### src/sv/sld_pkg.sv
// ----------------------------------------------------------------------------
// sld_pkg: shared types and constants of the scan line decoder
// Line buffer sizing, command records passed from front to back, result
// record and the character decode helper.
// ----------------------------------------------------------------------------
package sld_pkg;

    localparam int LINE_BYTES        = 128;
    localparam int MAX_SCAN_READINGS = 1024;

    localparam int LEN_W     = $clog2(LINE_BYTES);
    localparam int RC_W      = $clog2(MAX_SCAN_READINGS) + 1;
    localparam int RAM_AW    = LEN_W + 1;
    localparam int RAM_DEPTH = 2 ** RAM_AW;
    localparam int Q_DEPTH   = 2;

    localparam int INDEX_W = 10;
    localparam int TIME_W  = 24;
    localparam int WRAP_W  = 16;
    localparam int VALUE_W = 18;
    localparam int ACC_W   = 2 * VALUE_W;

    localparam logic [7:0] CHAR_BIAS = 8'h30;
    localparam logic [7:0] LINE_FEED = 8'h0A;

    localparam logic [2:0] GROUP_RANGE = 3'd3;
    localparam logic [2:0] GROUP_BOTH  = 3'd6;

    localparam logic [1:0] ERR_TIME_SUM = 2'd0;
    localparam logic [1:0] ERR_DATA_SUM = 2'd1;
    localparam logic [1:0] ERR_OVERFLOW = 2'd2;
    localparam logic [1:0] ERR_LONG     = 2'd3;

    typedef enum logic [1:0] {
        RK_READING = 2'd0,
        RK_TIME    = 2'd1,
        RK_END     = 2'd2,
        RK_ERROR   = 2'd3
    } result_kind_t;

    typedef enum logic [1:0] {
        PH_IDLE = 2'd0,
        PH_TIME = 2'd1,
        PH_DATA = 2'd2
    } phase_t;

    typedef enum logic [1:0] {
        BK_IDLE  = 2'd0,
        BK_READ  = 2'd1,
        BK_SHIFT = 2'd2
    } back_state_t;

    typedef enum logic [2:0] {
        CMD_START = 3'd0,
        CMD_TIME  = 3'd1,
        CMD_DATA  = 3'd2,
        CMD_END   = 3'd3,
        CMD_ERROR = 3'd4
    } cmd_op_t;

    typedef struct packed {
        cmd_op_t            op;
        logic               mode;
        logic [1:0]         err;
        logic [TIME_W-1:0]  stamp;
        logic [LEN_W-1:0]   n;
        logic               bank;
    } cmd_t;

    typedef struct packed {
        result_kind_t          kind;
        logic [VALUE_W-1:0]    range_mm;
        logic [VALUE_W-1:0]    intensity_value;
        logic [INDEX_W-1:0]    reading_index;
        logic [WRAP_W+TIME_W-1:0] time_ms;
        logic                  time_repeat;
        logic [1:0]            error_code;
        logic                  last;
    } result_t;

    // character value: (byte - 0x30) mod 64
    function automatic logic [5:0] char_value(input logic [7:0] b);
        char_value = b[5:0] - CHAR_BIAS[5:0];
    endfunction

endpackage

### src/sv/sld_ram.sv
// ----------------------------------------------------------------------------
// sld_ram: generic single-write, single-read RAM
// One write port and one read port with registered read data.
// ----------------------------------------------------------------------------
module sld_ram #(
    parameter int WIDTH = 8,
    parameter int DEPTH = 256
) (
    input  logic                     clk,
    input  logic                     we,
    input  logic [$clog2(DEPTH)-1:0] waddr,
    input  logic [WIDTH-1:0]         wdata,
    input  logic                     re,
    input  logic [$clog2(DEPTH)-1:0] raddr,
    output logic [WIDTH-1:0]         rdata
);

    logic [WIDTH-1:0] mem [DEPTH];

    always_ff @(posedge clk)
    begin
        if (we)
        begin
            mem[waddr] <= wdata;
        end
        if (re)
        begin
            rdata <= mem[raddr];
        end
    end

endmodule

### src/sv/sld_queue.sv
// ----------------------------------------------------------------------------
// sld_queue: two-entry command queue
// Carries line commands from the front to the back; the head stays until
// the back has finished with it.
// ----------------------------------------------------------------------------
module sld_queue (
    input  logic          clk,
    input  logic          rst_n,
    input  logic          push,
    input  sld_pkg::cmd_t push_cmd,
    input  logic          pop,
    output sld_pkg::cmd_t head,
    output logic          not_empty,
    output logic          full
);

    sld_pkg::cmd_t mem_reg [sld_pkg::Q_DEPTH];
    logic          wr_ptr_reg;
    logic          wr_ptr_next;
    logic          rd_ptr_reg;
    logic          rd_ptr_next;
    logic [1:0]    count_reg;
    logic [1:0]    count_next;

    assign head      = mem_reg[rd_ptr_reg];
    assign not_empty = (count_reg != 2'd0);
    assign full      = (count_reg == 2'(sld_pkg::Q_DEPTH));

    always_comb
    begin
        wr_ptr_next = push ? ~wr_ptr_reg : wr_ptr_reg;
        rd_ptr_next = pop ? ~rd_ptr_reg : rd_ptr_reg;
        count_next  = count_reg + 2'(push) - 2'(pop);
    end

    always_ff @(posedge clk)
    begin
        if (push)
        begin
            mem_reg[wr_ptr_reg] <= push_cmd;
        end
    end

    always_ff @(posedge clk or negedge rst_n)
    begin
        if (!rst_n)
        begin
            wr_ptr_reg <= 1'b0;
            rd_ptr_reg <= 1'b0;
            count_reg  <= 2'd0;
        end
        else
        begin
            wr_ptr_reg <= wr_ptr_next;
            rd_ptr_reg <= rd_ptr_next;
            count_reg  <= count_next;
        end
    end

endmodule

### src/sv/sld_front.sv
// ----------------------------------------------------------------------------
// sld_front: byte intake and line classification
// Stores line bytes into the line buffer, keeps running checksums and the
// group position, and turns each line end into a command for the back.
// ----------------------------------------------------------------------------
module sld_front (
    input  logic                       clk,
    input  logic                       rst_n,
    input  logic                       in_valid,
    output logic                       in_ready,
    input  logic                       in_kind,
    input  logic [7:0]                 in_byte,
    input  logic                       in_mode,
    input  logic                       q_full,
    output logic                       push,
    output sld_pkg::cmd_t              push_cmd,
    output logic                       ram_we,
    output logic [sld_pkg::RAM_AW-1:0] ram_waddr,
    output logic [7:0]                 ram_wdata
);

    localparam int LW = sld_pkg::LEN_W;

    sld_pkg::phase_t          phase_reg;
    sld_pkg::phase_t          phase_next;
    logic [LW-1:0]            len_reg;
    logic [LW-1:0]            len_next;
    logic [2:0]               carry_reg;
    logic [2:0]               carry_next;
    logic [2:0]               pos_reg;
    logic [2:0]               pos_next;
    logic [2:0]               pos_prev_reg;
    logic [2:0]               pos_prev_next;
    logic [5:0]               sum_reg;
    logic [5:0]               sum_next;
    logic [7:0]               last_reg;
    logic [7:0]               last_next;
    logic [sld_pkg::TIME_W-1:0] time_reg;
    logic [sld_pkg::TIME_W-1:0] time_next;
    logic                     mode_reg;
    logic                     mode_next;
    logic                     bank_reg;
    logic                     bank_next;

    logic                     accept;
    logic [2:0]               group_len;
    logic [2:0]               pos_inc;
    logic                     too_long;
    logic [5:0]               data_sum;
    logic                     data_ok;
    logic                     time_ok;

    assign in_ready  = !q_full;
    assign accept    = in_valid && in_ready;
    assign ram_waddr = {bank_reg, len_reg};
    assign ram_wdata = in_byte;

    always_comb
    begin
        group_len = mode_reg ? sld_pkg::GROUP_BOTH : sld_pkg::GROUP_RANGE;
        pos_inc   = ((pos_reg + 3'd1) == group_len) ? 3'd0 : pos_reg + 3'd1;
        too_long  = (({1'b0, len_reg} + (LW+1)'(carry_reg))
                     >= (LW+1)'(sld_pkg::LINE_BYTES - 2));
        data_sum  = sum_reg - last_reg[5:0];
        data_ok   = (({2'b00, data_sum} + sld_pkg::CHAR_BIAS) == last_reg);
        time_ok   = (len_reg >= LW'(5))
                    && (({2'b00, sum_reg} + sld_pkg::CHAR_BIAS) == last_reg);

        phase_next    = phase_reg;
        len_next      = len_reg;
        carry_next    = carry_reg;
        pos_next      = pos_reg;
        pos_prev_next = pos_prev_reg;
        sum_next      = sum_reg;
        last_next     = last_reg;
        time_next     = time_reg;
        mode_next     = mode_reg;
        bank_next     = bank_reg;
        push          = 1'b0;
        push_cmd      = '0;
        push_cmd.bank = bank_reg;
        ram_we        = 1'b0;

        if (accept)
        begin
            if (in_kind)
            begin
                mode_next     = in_mode;
                phase_next    = sld_pkg::PH_TIME;
                len_next      = '0;
                carry_next    = 3'd0;
                pos_next      = 3'd0;
                pos_prev_next = 3'd0;
                sum_next      = 6'd0;
                time_next     = '0;
                push          = 1'b1;
                push_cmd.op   = sld_pkg::CMD_START;
                push_cmd.mode = in_mode;
            end
            else if (phase_reg != sld_pkg::PH_IDLE)
            begin
                if (in_byte != sld_pkg::LINE_FEED)
                begin
                    if (too_long)
                    begin
                        push         = 1'b1;
                        push_cmd.op  = sld_pkg::CMD_ERROR;
                        push_cmd.err = sld_pkg::ERR_LONG;
                        phase_next   = sld_pkg::PH_IDLE;
                    end
                    else
                    begin
                        ram_we   = 1'b1;
                        len_next = len_reg + LW'(1);
                        // timestamp line sums only its four time characters
                        if (phase_reg == sld_pkg::PH_DATA || len_reg < LW'(4))
                        begin
                            sum_next = sum_reg + in_byte[5:0];
                        end
                        if (phase_reg == sld_pkg::PH_DATA || len_reg == LW'(4))
                        begin
                            last_next = in_byte;
                        end
                        if (phase_reg == sld_pkg::PH_TIME && len_reg < LW'(4))
                        begin
                            time_next = {time_reg[sld_pkg::TIME_W-7:0],
                                         sld_pkg::char_value(in_byte)};
                        end
                        if (phase_reg == sld_pkg::PH_DATA)
                        begin
                            pos_prev_next = pos_reg;
                            pos_next      = pos_inc;
                        end
                    end
                end
                else if (phase_reg == sld_pkg::PH_TIME)
                begin
                    push      = 1'b1;
                    len_next  = '0;
                    sum_next  = 6'd0;
                    time_next = '0;
                    if (time_ok)
                    begin
                        push_cmd.op    = sld_pkg::CMD_TIME;
                        push_cmd.stamp = time_reg;
                        phase_next     = sld_pkg::PH_DATA;
                    end
                    else
                    begin
                        push_cmd.op  = sld_pkg::CMD_ERROR;
                        push_cmd.err = sld_pkg::ERR_TIME_SUM;
                        phase_next   = sld_pkg::PH_IDLE;
                    end
                end
                else
                begin
                    push = 1'b1;
                    priority if (len_reg == '0)
                    begin
                        push_cmd.op = sld_pkg::CMD_END;
                        phase_next  = sld_pkg::PH_IDLE;
                    end
                    else if (!data_ok)
                    begin
                        push_cmd.op  = sld_pkg::CMD_ERROR;
                        push_cmd.err = sld_pkg::ERR_DATA_SUM;
                        phase_next   = sld_pkg::PH_IDLE;
                    end
                    else
                    begin
                        // leftover characters become the carry of the next line
                        push_cmd.op = sld_pkg::CMD_DATA;
                        push_cmd.n  = len_reg - LW'(1);
                        bank_next   = ~bank_reg;
                        len_next    = '0;
                        sum_next    = 6'd0;
                        carry_next  = pos_prev_reg;
                        pos_next    = pos_prev_reg;
                    end
                end
            end
        end
    end

    always_ff @(posedge clk or negedge rst_n)
    begin
        if (!rst_n)
        begin
            phase_reg    <= sld_pkg::PH_IDLE;
            len_reg      <= '0;
            carry_reg    <= 3'd0;
            pos_reg      <= 3'd0;
            pos_prev_reg <= 3'd0;
            sum_reg      <= 6'd0;
            last_reg     <= 8'd0;
            time_reg     <= '0;
            mode_reg     <= 1'b0;
            bank_reg     <= 1'b0;
        end
        else
        begin
            phase_reg    <= phase_next;
            len_reg      <= len_next;
            carry_reg    <= carry_next;
            pos_reg      <= pos_next;
            pos_prev_reg <= pos_prev_next;
            sum_reg      <= sum_next;
            last_reg     <= last_next;
            time_reg     <= time_next;
            mode_reg     <= mode_next;
            bank_reg     <= bank_next;
        end
    end

endmodule

### src/sv/sld_back.sv
// ----------------------------------------------------------------------------
// sld_back: command execution and reading decode
// Runs the queued commands: timestamps with wrap tracking, scan end and
// error results, and the character walk over a stored line into readings.
// ----------------------------------------------------------------------------
module sld_back (
    input  logic                       clk,
    input  logic                       rst_n,
    input  logic                       q_valid,
    input  sld_pkg::cmd_t              head,
    output logic                       pop,
    output logic                       ram_re,
    output logic [sld_pkg::RAM_AW-1:0] ram_raddr,
    input  logic [7:0]                 ram_rdata,
    output logic                       out_valid,
    input  logic                       out_ready,
    output sld_pkg::result_t           out_result
);

    localparam int LW = sld_pkg::LEN_W;
    localparam int RW = sld_pkg::RC_W;
    localparam int VW = sld_pkg::VALUE_W;

    sld_pkg::back_state_t       state_reg;
    sld_pkg::back_state_t       state_next;
    logic                       mode_reg;
    logic                       mode_next;
    logic                       drop_reg;
    logic                       drop_next;
    logic [sld_pkg::ACC_W-1:0]  acc_reg;
    logic [sld_pkg::ACC_W-1:0]  acc_next;
    logic [2:0]                 cnt_reg;
    logic [2:0]                 cnt_next;
    logic [RW-1:0]              rc_reg;
    logic [RW-1:0]              rc_next;
    logic [LW-1:0]              idx_reg;
    logic [LW-1:0]              idx_next;
    logic [sld_pkg::TIME_W-1:0] prev_reg;
    logic [sld_pkg::TIME_W-1:0] prev_next;
    logic [sld_pkg::WRAP_W-1:0] wrap_reg;
    logic [sld_pkg::WRAP_W-1:0] wrap_next;
    logic                       out_valid_reg;
    logic                       out_valid_next;
    sld_pkg::result_t           out_reg;
    sld_pkg::result_t           out_next;

    logic                       can_load;
    logic                       load;
    logic [2:0]                 group_len;
    logic [2:0]                 cnt_inc;
    logic                       group_done;
    logic                       line_end;
    logic [LW-1:0]              remaining;
    logic [sld_pkg::ACC_W-1:0]  acc_shift;
    logic [sld_pkg::WRAP_W-1:0] wrap_upd;

    assign out_valid  = out_valid_reg;
    assign out_result = out_reg;
    assign can_load   = !out_valid_reg || out_ready;
    assign ram_raddr  = {head.bank, idx_reg};

    always_comb
    begin
        group_len  = mode_reg ? sld_pkg::GROUP_BOTH : sld_pkg::GROUP_RANGE;
        cnt_inc    = cnt_reg + 3'd1;
        group_done = (cnt_inc == group_len);
        line_end   = (idx_reg == head.n - LW'(1));
        remaining  = head.n - LW'(1) - idx_reg;
        acc_shift  = {acc_reg[sld_pkg::ACC_W-7:0], sld_pkg::char_value(ram_rdata)};
        wrap_upd   = (head.stamp < prev_reg) ? wrap_reg + sld_pkg::WRAP_W'(1) : wrap_reg;

        state_next = state_reg;
        mode_next  = mode_reg;
        drop_next  = drop_reg;
        acc_next   = acc_reg;
        cnt_next   = cnt_reg;
        rc_next    = rc_reg;
        idx_next   = idx_reg;
        prev_next  = prev_reg;
        wrap_next  = wrap_reg;
        pop        = 1'b0;
        ram_re     = 1'b0;
        load       = 1'b0;
        out_next   = out_reg;

        unique case (state_reg)
            sld_pkg::BK_IDLE:
            begin
                if (q_valid)
                begin
                    unique case (head.op)
                        sld_pkg::CMD_START:
                        begin
                            mode_next = head.mode;
                            cnt_next  = 3'd0;
                            rc_next   = '0;
                            drop_next = 1'b0;
                            pop       = 1'b1;
                        end
                        sld_pkg::CMD_DATA:
                        begin
                            if (drop_reg || head.n == '0)
                            begin
                                pop = 1'b1;
                            end
                            else
                            begin
                                idx_next   = '0;
                                state_next = sld_pkg::BK_READ;
                            end
                        end
                        sld_pkg::CMD_TIME:
                        begin
                            if (drop_reg)
                            begin
                                pop = 1'b1;
                            end
                            else if (can_load)
                            begin
                                load                 = 1'b1;
                                pop                  = 1'b1;
                                out_next             = '0;
                                out_next.last        = 1'b1;
                                out_next.kind        = sld_pkg::RK_TIME;
                                out_next.time_ms     = {wrap_upd, head.stamp};
                                out_next.time_repeat = (head.stamp == prev_reg);
                                wrap_next            = wrap_upd;
                                prev_next            = head.stamp;
                            end
                        end
                        sld_pkg::CMD_END:
                        begin
                            if (drop_reg)
                            begin
                                pop = 1'b1;
                            end
                            else if (can_load)
                            begin
                                load          = 1'b1;
                                pop           = 1'b1;
                                out_next      = '0;
                                out_next.last = 1'b1;
                                out_next.kind = sld_pkg::RK_END;
                            end
                        end
                        sld_pkg::CMD_ERROR:
                        begin
                            if (drop_reg)
                            begin
                                pop = 1'b1;
                            end
                            else if (can_load)
                            begin
                                load                = 1'b1;
                                pop                 = 1'b1;
                                out_next            = '0;
                                out_next.last       = 1'b1;
                                out_next.kind       = sld_pkg::RK_ERROR;
                                out_next.error_code = head.err;
                            end
                        end
                        default:
                        begin
                            pop = 1'b1;
                        end
                    endcase
                end
            end

            sld_pkg::BK_READ:
            begin
                ram_re     = 1'b1;
                state_next = sld_pkg::BK_SHIFT;
            end

            sld_pkg::BK_SHIFT:
            begin
                // hold the read data until the output register can take a reading
                if (!group_done || can_load)
                begin
                    if (group_done && rc_reg >= RW'(sld_pkg::MAX_SCAN_READINGS))
                    begin
                        load                = 1'b1;
                        out_next            = '0;
                        out_next.kind       = sld_pkg::RK_ERROR;
                        out_next.error_code = sld_pkg::ERR_OVERFLOW;
                        out_next.last       = 1'b1;
                        drop_next           = 1'b1;
                        pop                 = 1'b1;
                        state_next          = sld_pkg::BK_IDLE;
                    end
                    else
                    begin
                        acc_next = acc_shift;
                        cnt_next = group_done ? 3'd0 : cnt_inc;
                        if (group_done)
                        begin
                            load          = 1'b1;
                            out_next      = '0;
                            out_next.kind = sld_pkg::RK_READING;
                            out_next.range_mm = mode_reg ? acc_shift[2*VW-1:VW]
                                                         : acc_shift[VW-1:0];
                            out_next.intensity_value = mode_reg ? acc_shift[VW-1:0]
                                                                : '0;
                            out_next.reading_index = sld_pkg::INDEX_W'(rc_reg);
                            out_next.last = (remaining < LW'(group_len));
                            rc_next       = rc_reg + RW'(1);
                        end
                        if (line_end)
                        begin
                            pop        = 1'b1;
                            state_next = sld_pkg::BK_IDLE;
                        end
                        else
                        begin
                            idx_next   = idx_reg + LW'(1);
                            state_next = sld_pkg::BK_READ;
                        end
                    end
                end
            end

            default:
            begin
                state_next = sld_pkg::BK_IDLE;
            end
        endcase

        out_valid_next = load ? 1'b1 : (out_valid_reg && !out_ready);
    end

    always_ff @(posedge clk)
    begin
        out_reg <= out_next;
        acc_reg <= acc_next;
        idx_reg <= idx_next;
    end

    always_ff @(posedge clk or negedge rst_n)
    begin
        if (!rst_n)
        begin
            state_reg     <= sld_pkg::BK_IDLE;
            mode_reg      <= 1'b0;
            drop_reg      <= 1'b0;
            cnt_reg       <= 3'd0;
            rc_reg        <= '0;
            prev_reg      <= '0;
            wrap_reg      <= '0;
            out_valid_reg <= 1'b0;
        end
        else
        begin
            state_reg     <= state_next;
            mode_reg      <= mode_next;
            drop_reg      <= drop_next;
            cnt_reg       <= cnt_next;
            rc_reg        <= rc_next;
            prev_reg      <= prev_next;
            wrap_reg      <= wrap_next;
            out_valid_reg <= out_valid_next;
        end
    end

endmodule

### src/sv/scan_line_decoder.sv
// ----------------------------------------------------------------------------
// scan_line_decoder: rangefinder data block decoder
// Front stores and checks each line, a two-entry queue hands line commands to
// the back, which emits timestamps, readings, scan ends and errors.
// ----------------------------------------------------------------------------
// Order: a line feed pushes the line's command into the queue; the back then
//   reads each stored data character (BK_READ) and shifts it in (BK_SHIFT).
// Throughput: one request per cycle while the queue has room; the back reads a
//   line one character at a time (one line buffer read port).
// Reset: control state clears at once; the line buffer holds no reset values.
module scan_line_decoder (
    input  logic        clk,
    input  logic        rst_n,
    input  logic        s_axis_tvalid,
    output logic        s_axis_tready,
    input  logic [15:0] s_axis_tdata,   // rx_byte[7:0], with_intensity[8], zero pad
    input  logic        s_axis_tuser,   // kind
    output logic        m_axis_tvalid,
    input  logic        m_axis_tready,
    output logic [95:0] m_axis_tdata,   // range_mm[17:0], intensity_value[35:18],
                                        // reading_index[45:36], time_ms[85:46],
                                        // time_repeat[86], error_code[88:87], zero pad
    output logic [1:0]  m_axis_tuser,   // result_kind
    output logic        m_axis_tlast    // last
);

    logic                       q_push;
    sld_pkg::cmd_t              q_push_cmd;
    logic                       q_pop;
    sld_pkg::cmd_t              q_head;
    logic                       q_not_empty;
    logic                       q_full;
    logic                       ram_we;
    logic [sld_pkg::RAM_AW-1:0] ram_waddr;
    logic [7:0]                 ram_wdata;
    logic                       ram_re;
    logic [sld_pkg::RAM_AW-1:0] ram_raddr;
    logic [7:0]                 ram_rdata;
    sld_pkg::result_t           result;

    sld_front u_front (
        .clk       (clk),
        .rst_n     (rst_n),
        .in_valid  (s_axis_tvalid),
        .in_ready  (s_axis_tready),
        .in_kind   (s_axis_tuser),
        .in_byte   (s_axis_tdata[7:0]),
        .in_mode   (s_axis_tdata[8]),
        .q_full    (q_full),
        .push      (q_push),
        .push_cmd  (q_push_cmd),
        .ram_we    (ram_we),
        .ram_waddr (ram_waddr),
        .ram_wdata (ram_wdata)
    );

    sld_ram #(
        .WIDTH (8),
        .DEPTH (sld_pkg::RAM_DEPTH)
    ) u_line_ram (
        .clk   (clk),
        .we    (ram_we),
        .waddr (ram_waddr),
        .wdata (ram_wdata),
        .re    (ram_re),
        .raddr (ram_raddr),
        .rdata (ram_rdata)
    );

    sld_queue u_queue (
        .clk       (clk),
        .rst_n     (rst_n),
        .push      (q_push),
        .push_cmd  (q_push_cmd),
        .pop       (q_pop),
        .head      (q_head),
        .not_empty (q_not_empty),
        .full      (q_full)
    );

    sld_back u_back (
        .clk        (clk),
        .rst_n      (rst_n),
        .q_valid    (q_not_empty),
        .head       (q_head),
        .pop        (q_pop),
        .ram_re     (ram_re),
        .ram_raddr  (ram_raddr),
        .ram_rdata  (ram_rdata),
        .out_valid  (m_axis_tvalid),
        .out_ready  (m_axis_tready),
        .out_result (result)
    );

    assign m_axis_tdata = {7'd0, result.error_code, result.time_repeat, result.time_ms,
                           result.reading_index, result.intensity_value,
                           result.range_mm};
    assign m_axis_tuser = result.kind;
    assign m_axis_tlast = result.last;

    // a full queue must hold off new requests
    a_full_stalls: assert property (@(posedge clk) disable iff (!rst_n)
        q_full |-> !s_axis_tready)
        else $error("request taken while command queue full");

    a_no_overflow: assert property (@(posedge clk) disable iff (!rst_n)
        q_full |-> !q_push)
        else $error("command queue overflow");

    // an error always closes the results of its request
    a_error_last: assert property (@(posedge clk) disable iff (!rst_n)
        (m_axis_tvalid && m_axis_tuser == sld_pkg::RK_ERROR) |-> m_axis_tlast)
        else $error("error result without last");

    a_pop_nonempty: assert property (@(posedge clk) disable iff (!rst_n)
        q_pop |-> q_not_empty)
        else $error("pop from empty command queue");

endmodule
### config.mk
export PLATFORM = sky130hd
export DESIGN_NAME = scan_line_decoder
export DESIGN_NICKNAME = d
export VERILOG_FILES = /design/src/sv/sld_pkg.sv /design/src/sv/sld_ram.sv /design/src/sv/sld_queue.sv /design/src/sv/sld_front.sv /design/src/sv/sld_back.sv /design/src/sv/scan_line_decoder.sv
export SDC_FILE = /design/constraint.sdc
export NUM_CORES = 2
export LEC_CHECK = 0
export BUFFER_PORTS_ARGS = -buffer_cell sky130_fd_sc_hd__buf_2
export CAP_MARGIN = 20
export CORE_MARGIN = 4
export CORE_UTILIZATION = 47
export CTS_BUF_LIST = sky130_fd_sc_hd__clkbuf_4
export DETAILED_ROUTE_END_ITERATION = 16
export SLEW_MARGIN = 20
export SYNTH_ARGS = -nofsm -noshare
export SYNTH_HDL_FRONTEND = slang
export SYNTH_SLANG_ARGS = --single-unit
### constraint.sdc
create_clock -name clk -period 12.1 [get_ports clk]
set_input_delay 0 -clock clk [delete_from_list [all_inputs] [get_ports clk]]
set_output_delay 0 -clock clk [all_outputs]
set_load 0.02 [all_outputs]
==> impl_metrics.ini <==
[status]
status = finished, final reports clean

[power]
vdd_drop_max_v = 0.000134
power.static_leakage_nw = 29.2
powerDensity_nw_per_um2 = 203

[hold_path]
hp-class = in -> reg
min_from = s_axis_tdata[4]

[routing]
first_iter_violations = 4604
post_drt_wl_per_cell_um = 26.7
vias_per_cell = 5.83
vias = 42030
ant_nets = 0
drtPass1Iterations = 5
drc = 0
totalWireLength_um = 193000

[clocking]
clock_sinks = 1868
clock_latency_ns = 1.42
htree_levels = 5
clk_path_buf_depth = 4
postCtsSetupBuffers = 0
clk_pin_slew_ns = 0.07
cts_tree = yes
cts_root_buf = clkbuf_4
cts_resized = 0
cts_made_buffers = 479
ctsHoldBuffers = 40

[place]
dpl.hpwl_um = 114000
finalWeightedCongestion = 0.819
port_buffers = 107
postPlaceCellArea_um2 = 78700

[setup_path]
max_stage_delay_ns = 0.88
arrival_ns = 5.87
r2r_slack_ns = 7.25
path_delay_family = compound AO/OA/AOI/OAI gates
reg2reg_from = u_back.idx_reg[1]
path_class = reg -> reg
cp_slowest_cell = a2111oi_2
required_ns = 13.12
path_buf_inv = 2
crit_fanout = 97
worstSetupStartpointType = flop
crit_start = u_back.idx_reg[1]
crit_chain = buf_12, buf_4, nand3b_1, o22ai_1, a211oi_1, a22oi_1, a2111oi_2, o21ai_1
crit_path_end_kind = flop

[synth]
synth_cell_types = 97
synth_seq_area_share_pct = 72.7
ys_ff_latch = 1868
synth-edff-count = 1747
async_flop_share_pct = 6.48
synth_area_um2 = 76300
yosysWarnings = 0
yosysTopAreaCell = edfxtp_1
syn_inst = 4248
synth_top_area_share_pct = 68.7
synth.area.top_cells = edfxtp_1, mux4_2, dfrtp_1
syn_avg_cell_area_um2 = 18.0
synthFlopType = edfxtp_1

[floorplanning]
die_w_um = 411
num_io_pins = 122
die_area_um2 = 169000
row_count = 147
die_h_um = 411
coreArea_um2 = 161000
initial_core_util_pct = 47.4

[global_route]
first_global_vias = 42130
antenna_found_initial = 10
grt_overflow = 0
grt_pass1_wl_um = 282000
grt_util_all_layers_pct = 22.8
grt_max_degree = 175

[sta]
worst_pin_slew_ns = 1.15
drv_slew = 0
max_freq_mhz = 206
fin_tns_setup_ns = 0
finClkSkew_ns = 0.151
finalCritPeriodShare_pct = 40.1
fin_crit_ns = 4.85
hold_violations = 0
relSlewSlack_pct = 23.1
setup_viol_count_final = 0
hold_slack_ns = 0.225
rsz0062_at_grt = no

[layout]
drive_above_1_share_pct = 24.9
fin_area_um2 = 84900
nets = 4808
fillers = 13114
syn_to_final_growth_pct = 11.2
largest_reg_flops = 1536

[run]
timing.max_cap.violations = 0
-- metal layers --
| metal | up-vias | wire length, um | track usage [%] |
|---|---|---|---|
| li1 | 18188 | - | - |
| met1 | 21544 | 79700 | 32.2 |
| met2 | 1986 | 90700 | 35.2 |
| met3 | 310 | 17300 | 5.64 |
| met4 | 2 | 5030 | 7.48 |
| met5 | - | 17 | 0 |
-- per-stage QoR --
| step | total power, W | std cells | utilization [%] | setup slack [ns] |
|---|---|---|---|---|
| finish | 0.0172 | 7208 | 52.7 | 7.25 |
| global route | 0.0181 | 7205 | 52.7 | 7.06 |
| CTS | 0.0174 | 7199 | 52.7 | 6.80 |
| detailed placement | 0.0123 | 6360 | 48.9 | 6.77 |
| global placement | 0.0122 | 6358 | 48.9 | 6.81 |
| floorplan | 0.0108 | 4254 | - | 3.64 |
-- worst min-delay path, cell delays in order --
cell,delay (ns)
dlygate4sd3_1,0.52
dlygate4sd3_1,0.55
clkbuf_8,0.16
buf_12,0.20
-- where the power goes --
group	internal [W]	switching [W]
logic	0.00159	0.00293
clock network	0.00263	0.00246
registers	0.00747	0.000167
total	0.0117	0.00555
-- layout make-up --
class | count | area [um2] | share of cell area [%]
inverter | 99 | 374 | 0.441
clock buffer | 699 | 5250 | 6.18
sequential | 1868 | 55500 | 65.4
clock inverter | 100 | 424 | 0.500
multi-input combinational | 2041 | 18800 | 22.1
timing repair buffer | 234 | 1840 | 2.17
antenna | 7 | 17.5 | 0.0206
tap | 2160 | 2700 | 3.18
-- Yosys cell counts, types with 21 or more instances --
cell,number
xor2_1,29
mux4_1,60
and2_1,42
edfxtp_1,1747
nor4_1,21
a21oi_1,126
dfrtp_1,121
ha_1,60
buf_6,25
o221ai_1,21
a22oi_1,74
clkbuf_1,93
nor3_1,36
o31ai_1,22
nand3_1,53
nand4_1,22
and3_1,30
inv_1,97
mux4_2,279
nand2_1,155
mux2i_1,199
o21ai_0,81
nor2_1,412
buf_2,53
xnor2_1,30
-- logic make-up after synthesis --
| kind of cell | Yosys count | share of synthesized area, % |
|---|---|---|
| AO/OA/AOI/OAI | 507 | 4.49 |
| multiplexers | 551 | 13.1 |
| other | 1 | 0.00491 |
| AND/OR/NAND/NOR | 851 | 5.08 |
| adder cells (fa/ha/maj) | 65 | 1.10 |
| flip-flops | 1868 | 72.7 |
| buffers and inverters | 345 | 2.82 |
| XOR/XNOR | 60 | 0.706 |
-- layout by cell type, fill, tap and decap left out, drive strengths merged, types with 11 or more instances in the layout --
master / count
clkinv: 95
nor4: 21
a22oi: 74
clkbuf: 705
nand4: 22
nor2: 417
o21ai: 100
a21o: 19
or4: 16
o31ai: 23
xor2: 29
dlygate4sd3: 36
ha: 60
nand2b: 15
xnor2: 30
mux2i: 199
and3: 30
mux2: 13
dfrtp: 121
nand3: 54
a21oi: 126
buf: 192
nand2: 156
inv: 103
a31oi: 15
a221oi: 20
edfxtp: 1747
mux4: 339
a211oi: 20
nor3: 37
and2: 44
o221ai: 21
o22ai: 18
nor2b: 11
-- final timing paths --
kind,endpoint,cells after the start
min,u_line_ram.mem[91][4],4
max reg2reg,u_line_ram.rdata[2],8
min reg2reg,u_back.acc_reg[24],0
max in group asynchronous,u_front.time_reg[20],6
max,u_line_ram.rdata[2],8
min in group asynchronous,u_back.prev_reg[6],5
(Power assumes the default switching activity.)
